[config.mk]
export PLATFORM = sky130hd
export DESIGN_NAME = tcp_ipv4_frame_validator_core
export DESIGN_NICKNAME = d
export VERILOG_FILES = /design/src/rtl/tfv_pkg.sv /design/src/rtl/tfv_front.sv /design/src/rtl/tfv_queue.sv /design/src/rtl/tfv_back.sv /design/src/rtl/tcp_ipv4_frame_validator_core.sv
export SDC_FILE = /design/constraint.sdc
export NUM_CORES = 2
export LEC_CHECK = 0
export BUFFER_PORTS_ARGS = -buffer_cell sky130_fd_sc_hd__buf_2
export CORE_MARGIN = 4
export CORE_UTILIZATION = 25
export CTS_CLUSTER_DIAMETER = 120
export DETAILED_ROUTE_END_ITERATION = 12
export HOLD_SLACK_MARGIN = 0.15
export PLACE_DENSITY_LB_ADDON = 0.1
export REMOVE_ABC_BUFFERS = 1
export SYNTH_ARGS = -nofsm -noshare
export SYNTH_HDL_FRONTEND = slang
export SYNTH_HIERARCHICAL = 1
export SYNTH_SLANG_ARGS = --single-unit
export TNS_END_PERCENT = 5
[constraint.sdc]
create_clock -name clk -period 14.55 [get_ports clk]
set_input_delay 0.7275 -clock clk [delete_from_list [all_inputs] [get_ports clk]]
set_output_delay 0.7275 -clock clk [all_outputs]
set_load 0.1 [all_outputs]
[src/rtl/tfv_pkg.sv]
// ----------------------------------------------------------------------------
// tfv_pkg
// shared constants and types of the ipv4/tcp frame validator
// ----------------------------------------------------------------------------
package tfv_pkg;

    localparam int MAX_FRAME_BYTES   = 1518;
    localparam int MAX_PAYLOAD_BYTES = 512;

    localparam int INDEX_W     = 11;
    localparam int INDEX_MAX   = 2047;
    localparam int COUNT_W     = 12;
    localparam int ETH_BYTES   = 14;
    localparam int IP_MIN_HDR  = 20;
    localparam int HDR_MIN     = 20;
    localparam int HDR_MAX     = 60;
    localparam int TCP_MIN_HDR = 20;
    localparam int MIN_FRAME   = ETH_BYTES + IP_MIN_HDR + TCP_MIN_HDR;
    localparam int SEG_MAX     = TCP_MIN_HDR + MAX_PAYLOAD_BYTES;

    localparam logic [15:0] ETHERTYPE_IPV4 = 16'h0800;
    localparam logic [3:0]  IP_VERSION_4   = 4'd4;
    localparam logic [7:0]  PROTO_TCP      = 8'd6;
    localparam logic [15:0] SUM_ALL_ONES   = 16'hFFFF;

    localparam int QUEUE_DEPTH = 2;
    localparam int QUEUE_PTR_W = $clog2(QUEUE_DEPTH);
    localparam int QUEUE_CNT_W = $clog2(QUEUE_DEPTH + 1);

    // everything the back end needs from one frame
    typedef struct packed {
        logic [COUNT_W-1:0] frame_len;
        logic [15:0]        ether_type;
        logic [7:0]         version_ihl;
        logic [7:0]         protocol;
        logic [15:0]        total_length;
        logic [31:0]        src_addr;
        logic [31:0]        dst_addr;
        logic [63:0]        ports_seq;
        logic [31:0]        ack;
        logic [31:0]        offset_flags_window;
        logic [15:0]        ip_sum;
        logic [15:0]        segment_sum;
        logic [7:0]         high_byte_hold;
    } frame_summary_t;

    // header checks done, checksum partly added up
    typedef struct packed {
        logic        hdr_ok;
        logic [17:0] sum_a;
        logic [17:0] sum_b;
        logic [15:0] seg_len;
        logic [5:0]  ip_header_bytes;
        logic [5:0]  tcp_header_bytes;
        logic [15:0] ip_total_length;
        logic [31:0] source_address;
        logic [63:0] ports_seq;
        logic [31:0] ack;
        logic [7:0]  flags;
        logic [15:0] window;
    } check_stage_t;

    // packed so that frame_ok sits in the lowest bit
    typedef struct packed {
        logic [15:0] peer_window;
        logic [7:0]  tcp_flag_bits;
        logic [31:0] ack_number;
        logic [31:0] sequence_number;
        logic [15:0] dest_port;
        logic [15:0] source_port;
        logic [31:0] source_address;
        logic [15:0] ip_total_length;
        logic [5:0]  tcp_header_bytes;
        logic [5:0]  ip_header_bytes;
        logic        frame_ok;
    } result_t;

    localparam int RESULT_W = $bits(result_t);
    localparam int TDATA_W  = ((RESULT_W + 7) / 8) * 8;

    // ones' complement add with end-around carry
    function automatic logic [15:0] csum_add(input logic [15:0] sum, input logic [15:0] word);
        logic [16:0] s;
        logic [16:0] f;
        s = {1'b0, sum} + {1'b0, word};
        f = {1'b0, s[15:0]} + {16'd0, s[16]};
        return f[15:0];
    endfunction

endpackage

[src/rtl/tfv_front.sv]
// ----------------------------------------------------------------------------
// tfv_front
// byte parser: captures header fields and folds both checksums per beat
// ----------------------------------------------------------------------------
module tfv_front (
    input  logic                   clk,
    input  logic                   rst_n,
    input  logic                   byte_valid,
    input  logic [7:0]             frame_byte,
    input  logic                   last_byte,
    output logic                   byte_ready,
    output logic                   summary_valid,
    output tfv_pkg::frame_summary_t summary,
    input  logic                   queue_ready
);

    logic [tfv_pkg::INDEX_W-1:0] byte_index_reg, byte_index_next;
    logic [15:0] ip_sum_reg, ip_sum_next;
    logic [15:0] segment_sum_reg, segment_sum_next;
    logic [7:0]  hold_reg, hold_next;
    logic [15:0] ether_type_reg, ether_type_next;
    logic [7:0]  version_ihl_reg, version_ihl_next;
    logic [7:0]  protocol_reg, protocol_next;
    logic [15:0] total_length_reg, total_length_next;
    logic [31:0] src_addr_reg, src_addr_next;
    logic [31:0] dst_addr_reg, dst_addr_next;
    logic [63:0] ports_seq_reg, ports_seq_next;
    logic [31:0] ack_reg, ack_next;
    logic [31:0] ofw_reg, ofw_next;

    logic                        accept;
    logic [tfv_pkg::INDEX_W-1:0] pos;
    logic [tfv_pkg::INDEX_W-1:0] ip_off;
    logic [tfv_pkg::INDEX_W-1:0] tcp_off;
    logic [5:0]                  ihl_bytes;
    logic [tfv_pkg::INDEX_W-1:0] seg_start;
    logic [16:0]                 seg_end;
    logic                        in_ip_fields;
    logic                        in_ip_hdr;
    logic                        in_segment;
    logic                        in_tcp_fields;
    logic [15:0]                 word;

    assign accept     = byte_valid && queue_ready;
    assign byte_ready = queue_ready;
    assign pos        = byte_index_reg;

    always_comb
    begin
        ether_type_next   = ether_type_reg;
        version_ihl_next  = version_ihl_reg;
        total_length_next = total_length_reg;
        protocol_next     = protocol_reg;
        src_addr_next     = src_addr_reg;
        dst_addr_next     = dst_addr_reg;
        ip_sum_next       = ip_sum_reg;
        segment_sum_next  = segment_sum_reg;
        hold_next         = hold_reg;
        ports_seq_next    = ports_seq_reg;
        ack_next          = ack_reg;
        ofw_next          = ofw_reg;

        if (pos == tfv_pkg::INDEX_W'(12))
            ether_type_next = {frame_byte, ether_type_reg[7:0]};
        if (pos == tfv_pkg::INDEX_W'(13))
            ether_type_next = {ether_type_reg[15:8], frame_byte};

        ip_off       = pos - tfv_pkg::INDEX_W'(tfv_pkg::ETH_BYTES);
        in_ip_fields = (pos >= tfv_pkg::INDEX_W'(tfv_pkg::ETH_BYTES))
                    && (pos < tfv_pkg::INDEX_W'(tfv_pkg::ETH_BYTES + tfv_pkg::IP_MIN_HDR));
        if (in_ip_fields)
        begin
            if (ip_off == tfv_pkg::INDEX_W'(0))
                version_ihl_next = frame_byte;
            else if (ip_off == tfv_pkg::INDEX_W'(2))
                total_length_next = {frame_byte, total_length_reg[7:0]};
            else if (ip_off == tfv_pkg::INDEX_W'(3))
                total_length_next = {total_length_reg[15:8], frame_byte};
            else if (ip_off == tfv_pkg::INDEX_W'(9))
                protocol_next = frame_byte;
            else if (ip_off >= tfv_pkg::INDEX_W'(12) && ip_off < tfv_pkg::INDEX_W'(16))
                src_addr_next = {src_addr_reg[23:0], frame_byte};
            else if (ip_off >= tfv_pkg::INDEX_W'(16))
                dst_addr_next = {dst_addr_reg[23:0], frame_byte};
        end

        // boundaries follow the header fields as they are written this beat
        ihl_bytes = {version_ihl_next[3:0], 2'b00};
        seg_start = tfv_pkg::INDEX_W'(tfv_pkg::ETH_BYTES) + {5'd0, ihl_bytes};
        seg_end   = 17'(tfv_pkg::ETH_BYTES) + {1'b0, total_length_next};

        in_ip_hdr  = (pos >= tfv_pkg::INDEX_W'(tfv_pkg::ETH_BYTES)) && (pos < seg_start);
        in_segment = !in_ip_hdr && (pos >= seg_start) && ({6'd0, pos} < seg_end);
        word       = {hold_reg, frame_byte};

        if (in_ip_hdr || in_segment)
        begin
            if (!pos[0])
                hold_next = frame_byte;
            else if (in_ip_hdr)
                ip_sum_next = tfv_pkg::csum_add(ip_sum_reg, word);
            else
                segment_sum_next = tfv_pkg::csum_add(segment_sum_reg, word);
        end

        tcp_off       = pos - seg_start;
        in_tcp_fields = (pos >= seg_start)
                     && (pos < seg_start + tfv_pkg::INDEX_W'(tfv_pkg::TCP_MIN_HDR));
        if (in_tcp_fields)
        begin
            if (tcp_off < tfv_pkg::INDEX_W'(8))
                ports_seq_next = {ports_seq_reg[55:0], frame_byte};
            else if (tcp_off < tfv_pkg::INDEX_W'(12))
                ack_next = {ack_reg[23:0], frame_byte};
            else if (tcp_off < tfv_pkg::INDEX_W'(16))
                ofw_next = {ofw_reg[23:0], frame_byte};
        end

        if (byte_index_reg < tfv_pkg::INDEX_W'(tfv_pkg::INDEX_MAX))
            byte_index_next = byte_index_reg + tfv_pkg::INDEX_W'(1);
        else
            byte_index_next = byte_index_reg;
    end

    always_comb
    begin
        summary.frame_len           = {1'b0, pos} + tfv_pkg::COUNT_W'(1);
        summary.ether_type          = ether_type_next;
        summary.version_ihl         = version_ihl_next;
        summary.protocol            = protocol_next;
        summary.total_length        = total_length_next;
        summary.src_addr            = src_addr_next;
        summary.dst_addr            = dst_addr_next;
        summary.ports_seq           = ports_seq_next;
        summary.ack                 = ack_next;
        summary.offset_flags_window = ofw_next;
        summary.ip_sum              = ip_sum_next;
        summary.segment_sum         = segment_sum_next;
        summary.high_byte_hold      = hold_next;
    end

    assign summary_valid = accept && last_byte;

    always_ff @(posedge clk or negedge rst_n)
    begin
        if (!rst_n)
        begin
            byte_index_reg   <= '0;
            ip_sum_reg       <= '0;
            segment_sum_reg  <= '0;
            hold_reg         <= '0;
            ether_type_reg   <= '0;
            version_ihl_reg  <= '0;
            protocol_reg     <= '0;
            total_length_reg <= '0;
            src_addr_reg     <= '0;
            dst_addr_reg     <= '0;
            ports_seq_reg    <= '0;
            ack_reg          <= '0;
            ofw_reg          <= '0;
        end
        else if (accept)
        begin
            if (last_byte)
            begin
                // frame done, start the next one from clean state
                byte_index_reg   <= '0;
                ip_sum_reg       <= '0;
                segment_sum_reg  <= '0;
                hold_reg         <= '0;
                ether_type_reg   <= '0;
                version_ihl_reg  <= '0;
                protocol_reg     <= '0;
                total_length_reg <= '0;
                src_addr_reg     <= '0;
                dst_addr_reg     <= '0;
                ports_seq_reg    <= '0;
                ack_reg          <= '0;
                ofw_reg          <= '0;
            end
            else
            begin
                byte_index_reg   <= byte_index_next;
                ip_sum_reg       <= ip_sum_next;
                segment_sum_reg  <= segment_sum_next;
                hold_reg         <= hold_next;
                ether_type_reg   <= ether_type_next;
                version_ihl_reg  <= version_ihl_next;
                protocol_reg     <= protocol_next;
                total_length_reg <= total_length_next;
                src_addr_reg     <= src_addr_next;
                dst_addr_reg     <= dst_addr_next;
                ports_seq_reg    <= ports_seq_next;
                ack_reg          <= ack_next;
                ofw_reg          <= ofw_next;
            end
        end
    end

`ifndef SYNTH
    a_restart_after_last: assert property (@(posedge clk) disable iff (!rst_n)
        accept && last_byte |=> byte_index_reg == '0 && ip_sum_reg == '0)
        else $error("front did not restart after last beat");

    a_index_saturates: assert property (@(posedge clk) disable iff (!rst_n)
        accept && !last_byte && byte_index_reg == tfv_pkg::INDEX_W'(tfv_pkg::INDEX_MAX)
        |=> byte_index_reg == tfv_pkg::INDEX_W'(tfv_pkg::INDEX_MAX))
        else $error("byte index wrapped");
`endif

endmodule

[src/rtl/tfv_queue.sv]
// ----------------------------------------------------------------------------
// tfv_queue
// short fifo of frame summaries between parser and checker
// ----------------------------------------------------------------------------
module tfv_queue (
    input  logic                    clk,
    input  logic                    rst_n,
    input  logic                    push,
    input  tfv_pkg::frame_summary_t push_data,
    output logic                    push_ready,
    output logic                    pop_valid,
    output tfv_pkg::frame_summary_t pop_data,
    input  logic                    pop
);

    tfv_pkg::frame_summary_t entry_reg [tfv_pkg::QUEUE_DEPTH];

    logic [tfv_pkg::QUEUE_PTR_W-1:0] wr_ptr_reg, wr_ptr_next;
    logic [tfv_pkg::QUEUE_PTR_W-1:0] rd_ptr_reg, rd_ptr_next;
    logic [tfv_pkg::QUEUE_CNT_W-1:0] count_reg, count_next;
    logic                            do_push;
    logic                            do_pop;

    assign push_ready = count_reg != tfv_pkg::QUEUE_CNT_W'(tfv_pkg::QUEUE_DEPTH);
    assign pop_valid  = count_reg != '0;
    assign pop_data   = entry_reg[rd_ptr_reg];
    assign do_push    = push && push_ready;
    assign do_pop     = pop && pop_valid;

    always_comb
    begin
        wr_ptr_next = wr_ptr_reg;
        rd_ptr_next = rd_ptr_reg;
        count_next  = count_reg;
        if (do_push)
            wr_ptr_next = wr_ptr_reg + tfv_pkg::QUEUE_PTR_W'(1);
        if (do_pop)
            rd_ptr_next = rd_ptr_reg + tfv_pkg::QUEUE_PTR_W'(1);
        if (do_push && !do_pop)
            count_next = count_reg + tfv_pkg::QUEUE_CNT_W'(1);
        else if (do_pop && !do_push)
            count_next = count_reg - tfv_pkg::QUEUE_CNT_W'(1);
    end

    always_ff @(posedge clk or negedge rst_n)
    begin
        if (!rst_n)
        begin
            wr_ptr_reg <= '0;
            rd_ptr_reg <= '0;
            count_reg  <= '0;
        end
        else
        begin
            wr_ptr_reg <= wr_ptr_next;
            rd_ptr_reg <= rd_ptr_next;
            count_reg  <= count_next;
        end
    end

    always_ff @(posedge clk)
    begin
        if (do_push)
            entry_reg[wr_ptr_reg] <= push_data;
    end

`ifndef SYNTH
    a_no_push_when_full: assert property (@(posedge clk) disable iff (!rst_n)
        push |-> push_ready)
        else $error("summary pushed into a full queue");

    a_count_in_range: assert property (@(posedge clk) disable iff (!rst_n)
        count_reg <= tfv_pkg::QUEUE_CNT_W'(tfv_pkg::QUEUE_DEPTH))
        else $error("queue count out of range");
`endif

endmodule

[src/rtl/tfv_back.sv]
// ----------------------------------------------------------------------------
// tfv_back
// checker: header tests, pseudo header sum and result register
// ----------------------------------------------------------------------------
module tfv_back (
    input  logic                    clk,
    input  logic                    rst_n,
    input  logic                    in_valid,
    input  tfv_pkg::frame_summary_t in_data,
    output logic                    in_ready,
    output logic                    res_valid,
    output tfv_pkg::result_t        res,
    input  logic                    res_ready
);

    tfv_pkg::check_stage_t chk_reg, chk_next;
    logic                  chk_valid_reg;
    tfv_pkg::result_t      res_reg, res_next;
    logic                  res_valid_reg;

    logic        out_free;
    logic        chk_load;
    logic [5:0]  ihl;
    logic [5:0]  thl;
    logic [16:0] n17;
    logic [16:0] len17;
    logic [16:0] ihl17;
    logic [15:0] pad_word;
    logic [19:0] total;
    logic [16:0] fold1;
    logic [16:0] fold2;
    logic        sum_ok;

    assign out_free = !res_valid_reg || res_ready;
    assign in_ready = !chk_valid_reg || out_free;
    assign chk_load = in_valid && in_ready;

    // stage one: all header tests, first half of the pseudo header sum
    always_comb
    begin
        ihl   = {in_data.version_ihl[3:0], 2'b00};
        thl   = {in_data.offset_flags_window[31:28], 2'b00};
        n17   = {5'd0, in_data.frame_len};
        len17 = {1'b0, in_data.total_length};
        ihl17 = {11'd0, ihl};

        chk_next.hdr_ok =
               (n17 >= 17'(tfv_pkg::MIN_FRAME))
            && (n17 <= 17'(tfv_pkg::MAX_FRAME_BYTES))
            && (in_data.ether_type == tfv_pkg::ETHERTYPE_IPV4)
            && (in_data.version_ihl[7:4] == tfv_pkg::IP_VERSION_4)
            && (in_data.protocol == tfv_pkg::PROTO_TCP)
            && (ihl >= 6'(tfv_pkg::HDR_MIN)) && (ihl <= 6'(tfv_pkg::HDR_MAX))
            && (n17 >= ihl17 + 17'(tfv_pkg::ETH_BYTES + tfv_pkg::TCP_MIN_HDR))
            && (in_data.ip_sum == tfv_pkg::SUM_ALL_ONES)
            && (len17 >= ihl17 + 17'(tfv_pkg::TCP_MIN_HDR))
            && (len17 + 17'(tfv_pkg::ETH_BYTES) <= n17)
            && (thl >= 6'(tfv_pkg::HDR_MIN)) && (thl <= 6'(tfv_pkg::HDR_MAX))
            && (len17 >= ihl17 + {11'd0, thl})
            && (len17 <= ihl17 + 17'(tfv_pkg::SEG_MAX));

        // segment length is odd exactly when the total length is, ihl being a multiple of four
        pad_word = in_data.total_length[0] ? {in_data.high_byte_hold, 8'd0} : 16'd0;

        chk_next.sum_a = {2'd0, in_data.segment_sum} + {2'd0, pad_word}
                       + {2'd0, in_data.src_addr[31:16]} + {2'd0, in_data.src_addr[15:0]};
        chk_next.sum_b = {2'd0, in_data.dst_addr[31:16]} + {2'd0, in_data.dst_addr[15:0]}
                       + {10'd0, tfv_pkg::PROTO_TCP};
        chk_next.seg_len          = in_data.total_length - {10'd0, ihl};
        chk_next.ip_header_bytes  = ihl;
        chk_next.tcp_header_bytes = thl;
        chk_next.ip_total_length  = in_data.total_length;
        chk_next.source_address   = in_data.src_addr;
        chk_next.ports_seq        = in_data.ports_seq;
        chk_next.ack              = in_data.ack;
        chk_next.flags            = in_data.offset_flags_window[23:16];
        chk_next.window           = in_data.offset_flags_window[15:0];
    end

    // stage two: finish the sum, fold twice and build the result
    always_comb
    begin
        total  = {2'd0, chk_reg.sum_a} + {2'd0, chk_reg.sum_b} + {4'd0, chk_reg.seg_len};
        fold1  = {1'b0, total[15:0]} + {13'd0, total[19:16]};
        fold2  = {1'b0, fold1[15:0]} + {16'd0, fold1[16]};
        sum_ok = fold2[15:0] == tfv_pkg::SUM_ALL_ONES;

        res_next = '0;
        if (chk_reg.hdr_ok && sum_ok)
        begin
            res_next.frame_ok         = 1'b1;
            res_next.ip_header_bytes  = chk_reg.ip_header_bytes;
            res_next.tcp_header_bytes = chk_reg.tcp_header_bytes;
            res_next.ip_total_length  = chk_reg.ip_total_length;
            res_next.source_address   = chk_reg.source_address;
            res_next.source_port      = chk_reg.ports_seq[63:48];
            res_next.dest_port        = chk_reg.ports_seq[47:32];
            res_next.sequence_number  = chk_reg.ports_seq[31:0];
            res_next.ack_number       = chk_reg.ack;
            res_next.tcp_flag_bits    = chk_reg.flags;
            res_next.peer_window      = chk_reg.window;
        end
    end

    always_ff @(posedge clk or negedge rst_n)
    begin
        if (!rst_n)
        begin
            chk_valid_reg <= 1'b0;
            res_valid_reg <= 1'b0;
        end
        else
        begin
            if (in_ready)
                chk_valid_reg <= in_valid;
            if (out_free)
                res_valid_reg <= chk_valid_reg;
        end
    end

    always_ff @(posedge clk)
    begin
        if (chk_load)
            chk_reg <= chk_next;
        if (out_free && chk_valid_reg)
            res_reg <= res_next;
    end

    assign res_valid = res_valid_reg;
    assign res       = res_reg;

`ifndef SYNTH
    a_reject_clears_fields: assert property (@(posedge clk) disable iff (!rst_n)
        res_valid_reg && !res_reg.frame_ok
        |-> res_reg.source_address == '0 && res_reg.ip_total_length == '0
            && res_reg.sequence_number == '0)
        else $error("rejected frame carries header fields");
`endif

endmodule

[src/rtl/tcp_ipv4_frame_validator_core.sv]
// ----------------------------------------------------------------------------
// tcp_ipv4_frame_validator_core
// ethernet/ipv4/tcp header and checksum check on a byte stream
// ----------------------------------------------------------------------------
// usage
//   input: one frame byte per beat on s_axis, tlast on the final byte.
//   output: one beat on m_axis per frame, carrying frame_ok and the parsed
//   header fields; on a rejected frame every field but frame_ok is zero.
//   bytes past the ipv4 total length are counted for the frame length only.
// throughput
//   one byte per cycle while the summary queue has room, with no gap between
//   frames. the checker takes one frame per cycle while m_axis is not stalled.
// result path
//   the edge that takes the last byte writes the summary into the queue;
//   it then passes the header/sum stage register and the result register.
// stalls
//   a two-entry summary queue sits between the byte parser and the checker;
//   s_axis_tready drops only when that queue is full, i.e. when m_axis holds
//   tready low with the check and result stages full and two more frames queued.
// reset
//   rst_n clears the parser position, sums, queue and output valid; the
//   first byte after reset is taken as the first byte of a frame.
// ----------------------------------------------------------------------------
module tcp_ipv4_frame_validator_core (
    input  logic                        clk,
    input  logic                        rst_n,
    input  logic                        s_axis_tvalid,
    output logic                        s_axis_tready,
    input  logic [7:0]                  s_axis_tdata,   // frame_byte
    input  logic                        s_axis_tlast,   // last_byte
    output logic                        m_axis_tvalid,
    input  logic                        m_axis_tready,
    // frame_ok, ip_header_bytes, tcp_header_bytes, ip_total_length,
    // source_address, source_port, dest_port, sequence_number, ack_number,
    // tcp_flag_bits, peer_window, zero fill
    output logic [tfv_pkg::TDATA_W-1:0] m_axis_tdata
);

    tfv_pkg::frame_summary_t front_summary;
    tfv_pkg::frame_summary_t queue_head;
    tfv_pkg::result_t        result;
    logic                    front_push;
    logic                    queue_ready;
    logic                    queue_valid;
    logic                    back_ready;

    tfv_front u_front (
        .clk           (clk),
        .rst_n         (rst_n),
        .byte_valid    (s_axis_tvalid),
        .frame_byte    (s_axis_tdata),
        .last_byte     (s_axis_tlast),
        .byte_ready    (s_axis_tready),
        .summary_valid (front_push),
        .summary       (front_summary),
        .queue_ready   (queue_ready)
    );

    tfv_queue u_queue (
        .clk        (clk),
        .rst_n      (rst_n),
        .push       (front_push),
        .push_data  (front_summary),
        .push_ready (queue_ready),
        .pop_valid  (queue_valid),
        .pop_data   (queue_head),
        .pop        (back_ready)
    );

    tfv_back u_back (
        .clk       (clk),
        .rst_n     (rst_n),
        .in_valid  (queue_valid),
        .in_data   (queue_head),
        .in_ready  (back_ready),
        .res_valid (m_axis_tvalid),
        .res       (result),
        .res_ready (m_axis_tready)
    );

    assign m_axis_tdata = {{(tfv_pkg::TDATA_W - tfv_pkg::RESULT_W){1'b0}}, result};

endmodule

==> flow_metrics.env <==
export IMPL_dieArea_um2=246000
export IMPL_grt_max_degree=140
export IMPL_worstSetupEndpointType="flip-flop"
export IMPL_die_x_um=496
export IMPL_hpwl_mm=106
export IMPL_overflow=0
export IMPL_fin_area_um2=68900
export IMPL_insertion_delay_ps=830
export IMPL_avgViaCountPerCell=4.40
export IMPL_multiInputGateArea_um2=20400
export IMPL_grt_antenna_before_repair=27
export IMPL_fillers=23900
export IMPL_drive_gt1_share_pct=21.8
export IMPL_io_buffers=191
export IMPL_root_buffer="clkbuf_16"
export IMPL_seq_area_um2=36800
export IMPL_fin_worst_skew_ps=58.3
export IMPL_gp_congestion=0.765
export IMPL_routed_wl_mm=166
export IMPL_required_ps=15060
export IMPL_clock_path_buffers=3
export IMPL_avgSynthCellArea_um2=14.1
export IMPL_track_usage_pct=13.4
export IMPL_fin_crit_sh_pct=58.5
export IMPL_powerDensity_nw_per_um2=242
export IMPL_startpoint_type="flip-flop"
export IMPL_grt_pass1_wl_mm=245
export IMPL_num_io_pins=199
export IMPL_critPathArrivalTime_ps=9020
export IMPL_vias=33900
export IMPL_setup_viol=0
export IMPL_syn_area_um2=59400
export IMPL_cts_sinks=1273
export IMPL_status="completed"
export IMPL_place_area_um2=63800
export IMPL_finalHoldViolations=0
export IMPL_critPathTopFamily="compound AO/OA/AOI/OAI gates"
export IMPL_syn_to_final_growth_pct=15.9
export IMPL_core_um2=236000
export IMPL_drtAntennaViolNets=0
export IMPL_largest_reg_flops=576
export IMPL_grt_setup_unrepaired="false"
export IMPL_synthCells=4225
export IMPL_htree_levels=4
export IMPL_grt_pass1_vias=35400
export IMPL_finalCriticalPeriod_ps=8510
export IMPL_first_pass_iters=5
export IMPL_drc_errors=0
export IMPL_initial_core_util_pct=25.2
export IMPL_slew_viol_final=0
export IMPL_worstSetupPathType="flip-flop to flip-flop"
export IMPL_rows=178
export IMPL_whs_ps=434
export IMPL_cpPeakStageDelay_ps=790
export IMPL_nNetsFinal=4662
export IMPL_slew_limit_headroom_pct=27.9
export IMPL_cts_inserted_buffers=152
export IMPL_cap_violations=0
export IMPL_hold_class="input port to flip-flop"
export IMPL_tightest_slew_ps=1080
export IMPL_dp_cells=7416
export IMPL_critPathBufInv=4
export IMPL_post_drt_wl_per_cell_um=21.6
export IMPL_yosysWarningCount=6
export IMPL_p_leak_nw=27.9
export IMPL_cts_tree="built"
export IMPL_cts_resized=0
export IMPL_timing_fmax_ghz=0.117
export IMPL_final_cells=7709
export IMPL_chipHeight_um=496
export IMPL_vdd_ir_drop_max_v=0.000623
export IMPL_cp_max_fo=72
export IMPL_slowest_stage="buf_4"
export IMPL_path_clk_slew_ps=60
export IMPL_drtIter0Drc=1902
==> where the power goes <==
group	switching [mW]	internal (mW)	leakage [nW]	total, mW
registers	0.283	4.88	13.5	5.16
clock network	1.61	2.21	2.44	3.82
logic	5.42	2.25	11.9	7.66
total	7.30	9.34	27.9	16.6
==> metrics by stage <==
step	setup WS, ps	utilization (%)	power (mW)	TNS [ps]
floorplan	-619	-	10.7	-178140
global placement	6100	27.1	13.1	0
detailed placement	6100	27.1	13.0	0
CTS	6090	29.2	16.9	0
global route	5680	29.2	17.7	0
finish	6040	29.2	16.6	0
==> worst paths after layout <==
| check | startpoint | endpoint | slack [ps] | cells after the start |
|---|---|---|---|---|
| min reg2reg | u_front/protocol_reg[2]$_DFFE_PN0P_ | u_front/protocol_reg[2]$_DFFE_PN0P_ | 480 | 2 |
| min | s_axis_tdata[4] | u_queue/entry_reg[1][268]$_DFFE_PP_ | 430 | 2 |
| max in group asynchronous | rst_n | u_queue/rd_ptr_reg$_DFFE_PN0P_ | 12050 | 4 |
| max | u_back/chk_reg[181]$_DFFE_PP_ | u_back/res[136]$_SDFFCE_PN0P_ | 6040 | 26 |
| max reg2reg | u_back/chk_reg[181]$_DFFE_PP_ | u_back/res[136]$_SDFFCE_PN0P_ | 6040 | 26 |
| min in group asynchronous | rst_n | u_front/src_addr_reg[22]$_DFFE_PN0P_ | 460 | 2 |
==> repair_timing <==
action / 4_1_cts / 5_1_grt
hold buffers: 2 / 0
buffers inserted: 0 / 0
hold endpoints to repair: 47 / 0
==> layer usage <==
layer / GRT usage (%) / wire [um]
met2: 21.8 / 77900
met3: 2.32 / 7570
met5: 0 / 76
met1: 18.5 / 77100
met4: 3.77 / 3620
==> layout make-up <==
type | instances | area share, %
clock buffers | 221 | 6.22
repair buffers | 261 | 2.25
well taps | 3150 | 5.72
diodes | 6 | 0.0218
flip-flops and latches | 1273 | 53.4
multi-input cells | 2432 | 29.7
clock inverters | 64 | 1.05
inverters | 302 | 1.65
==> cell usage in the layout (no fill, tap or decap), types with 10 or more instances in the layout <==
cell type,n
a211oi_1,164
a211oi_2,21
a21o_1,43
a21oi_1,77
a22o_1,211
a31oi_1,10
and2_1,20
and3_1,19
buf_2,190
buf_4,64
clkbuf_1,47
clkbuf_16,152
clkbuf_8,22
clkinv_1,21
clkinv_2,18
dfrtp_1,292
edfxtp_1,980
fa_1,43
ha_1,184
inv_1,301
mux2_2,174
mux2_4,266
mux2i_1,18
nand2_1,435
nand2b_1,21
nand3_1,43
nand4_1,34
nor2_1,82
nor2b_1,25
nor3_1,46
nor4_1,12
o21a_1,10
o21ai_0,110
o21ai_1,12
o2bb2ai_1,16
or3_1,10
xnor2_1,108
xor2_1,54
No activity file was read; power rests on OpenSTA's default activity.
